<file path="src/rtl/rokl_pkg.sv">
package rokl_pkg;

  localparam int DEPTH_DEF = 16;
  localparam int KEY_W     = 32;
  localparam int KIND_W    = 2;
  localparam int STATUS_W  = 2;
  localparam int COUNT_W   = 5;

  typedef logic [KIND_W-1:0]   kind_t;
  typedef logic [STATUS_W-1:0] status_t;

  localparam kind_t KIND_PUSH   = 2'd0;
  localparam kind_t KIND_POP    = 2'd1;
  localparam kind_t KIND_DELETE = 2'd2;

  localparam status_t ST_OK        = 2'd0;
  localparam status_t ST_EMPTY     = 2'd1;
  localparam status_t ST_NOT_FOUND = 2'd2;
  localparam status_t ST_FULL      = 2'd3;

  typedef struct packed {
    logic push;
    logic del;
  } cell_ctl_t;

endpackage

</file>
<file path="src/rtl/rokl_cell.sv">
module rokl_cell
  import rokl_pkg::*;
(
  input  logic                    clk,
  input  cell_ctl_t               ctl,
  input  logic                    occ,
  input  logic signed [KEY_W-1:0] key,
  input  logic signed [KEY_W-1:0] prev_data,
  input  logic signed [KEY_W-1:0] next_data,
  input  logic                    found_in,
  output logic                    found_out,
  output logic signed [KEY_W-1:0] data
);

  logic signed [KEY_W-1:0] data_r;
  logic signed [KEY_W-1:0] data_nxt;
  logic                    hit;

  assign hit       = occ && (data_r == key);
  assign found_out = found_in || hit;
  assign data      = data_r;

  always_comb begin
    data_nxt = data_r;
    case (1'b1)
      ctl.push: data_nxt = prev_data;
      ctl.del:  data_nxt = found_out ? next_data : data_r;
      default:  data_nxt = data_r;
    endcase
  end

  always_ff @(posedge clk) begin
    data_r <= data_nxt;
  end

endmodule

</file>
<file path="src/rtl/recency_ordered_key_list_unit.sv">
// Channel   Ports                                        Handshake
// request   start, busy, in_kind, in_key                 start && !busy
// result    out_valid, out_value, out_status,            out_valid, one cycle
//           out_entry_count
//
// Each request is first latched and then executed, when every cell of the
// chain compares its key and shifts toward its neighbor; the result register
// strobes out_valid in the cycle after that.
// busy is high for the one execute cycle; a new request may be taken while the
// previous result is shown. Reset clears the entry count and the strobe; cell
// contents are left as they are. The receiver cannot stall.
module recency_ordered_key_list_unit
  import rokl_pkg::*;
#(
  parameter int DEPTH = DEPTH_DEF
) (
  input  logic                    clk,
  input  logic                    rst_n,
  input  logic                    start,
  output logic                    busy,
  input  logic [KIND_W-1:0]       in_kind,
  input  logic signed [KEY_W-1:0] in_key,
  output logic                    out_valid,
  output logic signed [KEY_W-1:0] out_value,
  output logic [STATUS_W-1:0]     out_status,
  output logic [COUNT_W-1:0]      out_entry_count
);

  localparam int CNT_W = $clog2(DEPTH + 1);

  logic                    busy_r;
  kind_t                   kind_r;
  logic signed [KEY_W-1:0] key_r;
  logic [CNT_W-1:0]        fill_r;
  logic [CNT_W-1:0]        fill_nxt;
  logic                    out_valid_r;
  logic signed [KEY_W-1:0] out_value_r;
  logic signed [KEY_W-1:0] out_value_nxt;
  status_t                 out_status_r;
  status_t                 out_status_nxt;
  logic [CNT_W+COUNT_W-1:0] fill_ext;

  logic                    accept;
  logic                    full;
  logic                    empty;
  logic                    found;
  logic signed [KEY_W-1:0] back_data;
  cell_ctl_t               ctl;

  logic signed [KEY_W-1:0] cell_data [DEPTH];
  logic                    found_chain [DEPTH+1];

  assign accept = start && !busy_r;
  assign full   = (fill_r == CNT_W'(DEPTH));
  assign empty  = (fill_r == '0);
  assign found  = found_chain[DEPTH];

  assign ctl.push = busy_r && (kind_r == KIND_PUSH) && !full;
  assign ctl.del  = busy_r && (kind_r == KIND_DELETE);

  assign found_chain[0] = 1'b0;

  for (genvar i = 0; i < DEPTH; i++) begin : g_cell
    logic signed [KEY_W-1:0] prev_d;
    logic signed [KEY_W-1:0] next_d;
    if (i == 0) begin : g_first
      assign prev_d = key_r;
    end else begin : g_mid
      assign prev_d = cell_data[i-1];
    end
    if (i == DEPTH - 1) begin : g_last
      assign next_d = cell_data[i];
    end else begin : g_inner
      assign next_d = cell_data[i+1];
    end
    rokl_cell u_cell (
      .clk       (clk),
      .ctl       (ctl),
      .occ       (CNT_W'(i) < fill_r),
      .key       (key_r),
      .prev_data (prev_d),
      .next_data (next_d),
      .found_in  (found_chain[i]),
      .found_out (found_chain[i+1]),
      .data      (cell_data[i])
    );
  end

  always_comb begin
    back_data = '0;
    for (int i = 0; i < DEPTH; i++) begin
      if (CNT_W'(i + 1) == fill_r) begin
        back_data = back_data | cell_data[i];
      end
    end
  end

  always_comb begin
    fill_nxt       = fill_r;
    out_value_nxt  = '0;
    out_status_nxt = ST_OK;
    case (kind_r)
      KIND_PUSH: begin
        if (full) begin
          out_status_nxt = ST_FULL;
        end else begin
          fill_nxt = fill_r + CNT_W'(1);
        end
      end
      KIND_POP: begin
        if (empty) begin
          out_status_nxt = ST_EMPTY;
        end else begin
          fill_nxt      = fill_r - CNT_W'(1);
          out_value_nxt = back_data;
        end
      end
      KIND_DELETE: begin
        if (found) begin
          fill_nxt = fill_r - CNT_W'(1);
        end else begin
          out_status_nxt = ST_NOT_FOUND;
        end
      end
      default: begin
        fill_nxt = fill_r;
      end
    endcase
  end

  always_ff @(posedge clk) begin
    if (!rst_n) begin
      busy_r      <= 1'b0;
      fill_r      <= '0;
      out_valid_r <= 1'b0;
    end else begin
      busy_r      <= accept;
      out_valid_r <= busy_r;
      if (busy_r) begin
        fill_r <= fill_nxt;
      end
    end
  end

  always_ff @(posedge clk) begin
    if (accept) begin
      kind_r <= in_kind;
      key_r  <= in_key;
    end
    if (busy_r) begin
      out_value_r  <= out_value_nxt;
      out_status_r <= out_status_nxt;
    end
  end

  assign fill_ext        = {{COUNT_W{1'b0}}, fill_r};
  assign busy            = busy_r;
  assign out_valid       = out_valid_r;
  assign out_value       = out_value_r;
  assign out_status      = out_status_r;
  assign out_entry_count = fill_ext[COUNT_W-1:0];

  a_exec_then_result: assert property (@(posedge clk) disable iff (!rst_n)
    busy_r |=> out_valid_r)
    else $error("execute cycle not followed by result strobe");

  a_fill_bound: assert property (@(posedge clk) disable iff (!rst_n)
    fill_r <= CNT_W'(DEPTH))
    else $error("entry count beyond depth");

  a_fail_value_zero: assert property (@(posedge clk) disable iff (!rst_n)
    (out_valid_r && (out_status_r != ST_OK)) |-> (out_value_r == '0))
    else $error("failed request returned nonzero value");

  a_fill_only_on_exec: assert property (@(posedge clk) disable iff (!rst_n)
    !busy_r |=> $stable(fill_r))
    else $error("entry count changed outside execute cycle");

endmodule

</file>
<file path="config.mk">
export PLATFORM = sky130hd
export DESIGN_NAME = recency_ordered_key_list_unit
export DESIGN_NICKNAME = d
export VERILOG_FILES = /design/src/rtl/rokl_pkg.sv /design/src/rtl/rokl_cell.sv /design/src/rtl/recency_ordered_key_list_unit.sv
export SDC_FILE = /design/constraint.sdc
export NUM_CORES = 2
export LEC_CHECK = 0
export ABC_AREA = 1
export BUFFER_PORTS_ARGS = -buffer_cell sky130_fd_sc_hd__buf_2
export CAP_MARGIN = 40
export CORE_MARGIN = 4
export CORE_UTILIZATION = 35
export CTS_BUF_LIST = sky130_fd_sc_hd__clkbuf_8
export DETAILED_ROUTE_END_ITERATION = 7
export PLACE_DENSITY_LB_ADDON = 0.05
export SKIP_CTS_REPAIR_TIMING = 1
export SLEW_MARGIN = 20
export SYNTH_ARGS = -nofsm -noshare
export SYNTH_HDL_FRONTEND = slang
export SYNTH_SLANG_ARGS = --single-unit
</file>
<file path="constraint.sdc">
create_clock -name clk -period 6.9 [get_ports clk]
set_input_delay 0 -clock clk [delete_from_list [all_inputs] [get_ports clk]]
set_output_delay 0 -clock clk [all_outputs]
set_load 0.005 [all_outputs]
</file>
Word-level counts from Yosys, hierarchy flattened:

Index checks and enable logic that the tools add are counted.

* multiply operators: 0
* eq/ne operators: 38
* shift operators: 0
* reductions and logical operators: 73
* $add $sub $neg: 2
* div/mod/pow operators: 0
* bitwise operators: 16
* mux-type cells: 69
* order comparisons: 16

Operator list (count)
* 32-bit two-way mux: 61
* 32-bit equality test: 16
* 32-bit bitwise OR: 15
* 4-bit by 5-bit equality test with 1-bit output (first input constant): 8
* 4-bit by 5-bit less-than comparator with 1-bit output (first input constant): 8
* 2-bit nonzero test: 16
* 2-bit AND reduction: 15
* 3-bit by 5-bit equality test with 1-bit output (first input constant): 4
* 1-bit logical AND: 20
* 3-bit by 5-bit less-than comparator with 1-bit output (first input constant): 4
* 1-bit logical OR: 15
* 5-bit two-way mux: 3
* 5-bit one-hot mux with 3 select lines: 1
* 2-bit by 5-bit equality test with 1-bit output (first input constant): 2
* 1-bit by 5-bit less-than comparator with 1-bit output (first input constant): 2
* 2-bit by 5-bit less-than comparator with 1-bit output (first input constant): 2
* 2-bit inequality test (second input constant): 3
* 2-bit one-hot mux with 3 select lines: 1
* 5-bit by 1-bit adder with 5-bit output (second input constant): 1
* 1-bit by 5-bit equality test with 1-bit output (first input constant): 1
* 5-bit equality test (first input constant): 1
* 5-bit equality test (second input constant): 1
* 5-bit logical NOT: 1
* 5-bit AND reduction: 1
* other kinds (10): 12

* latch bits: 0
* memory bits (writable): 0
* register bits after elaboration: 587
* memories: 0
* input port bits: 37
* output and inout port bits: 41
* memory bits (read-only): 0

Longest topological paths before layout:

* depth after elaboration: 32
* mapped depth: 19

Modules after synthesis:

From an unflattened synthesis, not the netlist that was laid out.

* cell total of the unflattened synthesis: 5612
* area, all modules: 39183.8 µm²

Modules (own cells, without submodules)
* rokl_cell: area each 1926.8 µm², cells each 263, sequential area each 960.9 µm², instances 16
* recency_ordered_key_list_unit: area each 8354.3 µm², cells each 1404, sequential area each 2182.1 µm², instances 1

Least setup slack after synthesis:

Ideal clock, no wire load.

* path type: register -> register
* from: register busy_r (netlist: busy)
* to: register g_cell[11].u_cell.data_r[0] (enable)
* arrival time: 4.379 ns
* setup slack: 2.056 ns
* path buffers: 0
* cell stages (with the launch flop): 7
* clock period less this slack: 4.844 ns
* required time: 6.434 ns
* path through: dfxtp_1 -> inv_1 -> nor3_4 -> inv_2 -> nand2_1 -> inv_1 -> o21ai_0

* word-level cells in the longest chain between the ends: 4

RTL lines
* start: declaration: RTL line recency_ordered_key_list_unit.sv:31 `logic busy_r;`
* start signal: assignment: RTL line recency_ordered_key_list_unit.sv:137 `busy_r <= accept;`
* 1-bit logical AND (2 in series): RTL line recency_ordered_key_list_unit.sv:58 `assign ctl.push = busy_r && (kind_r == KIND_PUSH) && !full;`
* 2-bit nonzero test (no line)
* 2-bit AND reduction (no line) *
* end signal: assignment: RTL line rokl_cell.sv:33 `data_r <= data_nxt;`
* end: declaration: RTL line rokl_cell.sv:15 `logic signed [KEY_W-1:0] data_r;`

Every way passes the cells marked *; elsewhere a longest branch is shown, timed or not.
A chain may end at the register's enable or synchronous reset.

Final worst setup path:

* from: register key_r[21] (netlist: g_cell[0].prev_d[21])
* to: register g_cell[12].u_cell.data_r[21] (enable)

* word-level cells in the longest chain between the ends: 16

RTL lines
* start: declaration: RTL line recency_ordered_key_list_unit.sv:33 `logic signed [KEY_W-1:0] key_r;`
* start signal: assignment: RTL line recency_ordered_key_list_unit.sv:148 `key_r <= in_key;`
* 32-bit equality test: RTL line rokl_cell.sv:19 `assign hit = occ && (data_r == key);`
* 1-bit logical AND: RTL line rokl_cell.sv:19
* 1-bit logical OR (11 in series): RTL line rokl_cell.sv:20 `assign found_out = found_in || hit;`
* 1-bit logical OR *: RTL line rokl_cell.sv:20
* 2-bit nonzero test (no line) *
* 2-bit AND reduction (no line) *
* end signal: assignment: RTL line rokl_cell.sv:33
* end: declaration: RTL line rokl_cell.sv:15

Marks and branches as above.

==> results.md <==
- Status: finished clean
- Asr flop ratio synth: 0
- Area occupied by multi-input gates: approximately 14000 um^2
- Highest-count cells in the layout ignoring fill and taps: nand2_1, edfxtp_1, o21ai_0, inv_1, nor2_1
- Worst vdd ir: ~0.13 mV
- Initial Util: 0.354
- Sink Count: 587
- Routed wire length: around 230 mm
- CP max FO: 22
- Synthesized flop and latch total: between 500 and 600
- Busiest layer in global routing: met2
- Final period util: 0.674
- FP Rows: 114
- Min cycle time layout: 4650 ps
- Fillcell total: 10200
- Clk_skew: between 40 and 50 ps
- Vias in the first global route: about 30000
- Antenna violations before repair: 31
- Yosys cell types: 45
- Met1 Use GR: 0.572
- First-pass GRT wire length: about 300 mm
- Setup TNS: 0 ps
- Critical Path AT: about 5100 ps
- Final antenna-violating net count: 0
- Fmax: ~0.22 GHz
- Vias post-DR: between 30000 and 40000
- Cts bufs inserted: between 100 and 150
- Total gr overflow: 0
- Pwr dens: between 200 and 250 nW/um^2
- Layout cells sized above 1: 0.0953
- Max-capacitance violation count: 0
- Post-synth EDFFs: 580
- CP Class: reg -> reg
- Storage element area: between 15000 and 20000 um^2
- Post-Synthesis Cell Area: around 34000 um^2
- Max Buffers Root-to-Sink: 3
- Port Buf Inserts: a little under 80
- Total Routing Usage GR: 0.433
- Commonest non-fill, non-tap cell in the layout: nand2_1
- Critical Path End Type: flop
- Die area: between 100000 and 150000 um^2
- Clock latency on the worst-skew pair: ~840 ps
- Yosys warnings: 0
- Slew at the pin closest to its max-slew limit: 1040 ps
- Unrepaired setup endpoints after global routing: false
- CP required: roughly 7300 ps
- Nets@finish: about 4300
- Final setup fails: 0
- Initial DRC Count: between 6000 and 7000
- IO Pins: about 80
- Max-slew violation count: 0
- Core Region: 97000 um^2
- Cells after Synth: about 4100
- H-tree level count: 3
- Vias per inst: about 6.2
- Worst slew margin: 0.300
- Final Hold Violating Endpoints: 0
- Largest net degree at the start of global routing: just over 100
- Area growth syn-to-layout: 14.5%
- Min Hold Slack: between 15 and 20 ps
- Clock root buffer master: clkbuf_8
- Total leakage power: around 0.015 uW
- Die width: between 300 and 400 um
- Nature of the critical path startpoint: flop
- DR DRC count: 0
- Met2 Resource Use GR: 0.596
- Mapped Nets: 4116
- DIE HEIGHT: ~320 um
- Sequential fraction of the synthesis area: 0.512
- WL per Instance: between 40 and 50 um
- HP Class: in -> reg
- Syn Area/Cell: 8.43 um^2
- First-pass iteration count of the detailed router: 8
- Gpl congestion: between 1 and 1.5
- Prevailing post-synth register cell: edfxtp_1
- CTS tree: built
- Clock Pin Slew Worst Setup and Hold Paths: about 60 ps
- DP HPWL: approximately 170 mm
- Met3 Use GR: 0.164
[where the power goes]
part | leakage [uW] | total (uW) | switching, uW | internal, uW
registers | 0.00533 | 3980 | 50.4 | 3930
logic | 0.00859 | 856 | 647 | 209
clock network | 0.00117 | 3330 | 1730 | 1600
[synth_stat cells, drive strengths merged, types with 48 or more instances]
master	n	share of area
edfxtp	580	0.51
nand3	48	0.0071
xor2	56	0.014
clkbuf	83	0.0091
o21ai	550	0.080
o22ai	178	0.032
xnor2	151	0.039
nand2	1223	0.13
inv	510	0.056
nor2	249	0.028
nand4	70	0.013
buf	141	0.026
[metal layers]
metal	share of wire	vias up
met5	0.00019	-
met4	0.075	6
met3	0.15	704
met2	0.40	3146
met1	0.38	17100
li1	-	14100
[registers in the layout, indices dropped and copies added (netlist names)]
register,count
busy,1
out_valid,1
out_status,2
kind_r,2
g_cell.prev_d,32
out_value,32
out_entry_count,5
g_cell.u_cell.data,512
[worst max-delay path, cell delays in order (launching register included)]
cell,delay (ps)
edfxtp_1,320
buf_4,310
inv_1,330
nand2_1,130
nand4_1,680
nor3_1,370
nand3_1,260
nor2_1,230
nor2_1,120
nand2_1,90
inv_1,50
nand2_1,70
nor2_2,70
nand2_1,90
nand2_2,80
clkinv_2,310
buf_4,600
[per-stage QoR]
step / area (um^2) / power, uW / util / worst slack (ps) / instances
after global routing: 39200 / 8320 / 0.404 / 2140 / 5591
after CTS: 38300 / 8090 / 0.395 / 2330 / 5510
after detailed placement: 36300 / 4810 / 0.375 / 2360 / 5309
final: 39300 / 8160 / 0.405 / 2250 / 5613
after floorplan: 34300 / 4410 / - / 2060 / 4070
after global placement: 36100 / 4810 / 0.372 / 2120 / 5295
[final timing paths]
check	from	end	slack, ps	depth (start not counted)
hold / removal	in_key[9]	g_cell[0].prev_d[9]	20	2
hold reg to reg	g_cell[14].u_cell.data[9]	g_cell[15].u_cell.data[9]	510	0
setup / recovery	g_cell[0].prev_d[21]	g_cell[12].u_cell.data[21]	2250	16
setup reg to reg	g_cell[0].prev_d[21]	g_cell[12].u_cell.data[21]	2250	16
[layout make-up]
type | instances | area share
antenna | 25 | 0.00159
clock buffer | 118 | 0.0414
clock inverter | 83 | 0.00930
inverter | 513 | 0.0493
multi-input combinational | 2746 | 0.351
sequential | 587 | 0.447
tap | 1276 | 0.0407
timing repair buffer | 265 | 0.0599
[cells by family after synthesis]
group | count (synthesis) | synth area share
compound gates | 891 | 0.149
xor+xnor | 207 | 0.0528
fa+ha+maj | 9 | 0.00328
buf+inv | 737 | 0.0914
flops | 587 | 0.512
mux | 1 | 0.000328
simple gates | 1638 | 0.191
No activity file was read; power rests on OpenSTA's default activity.
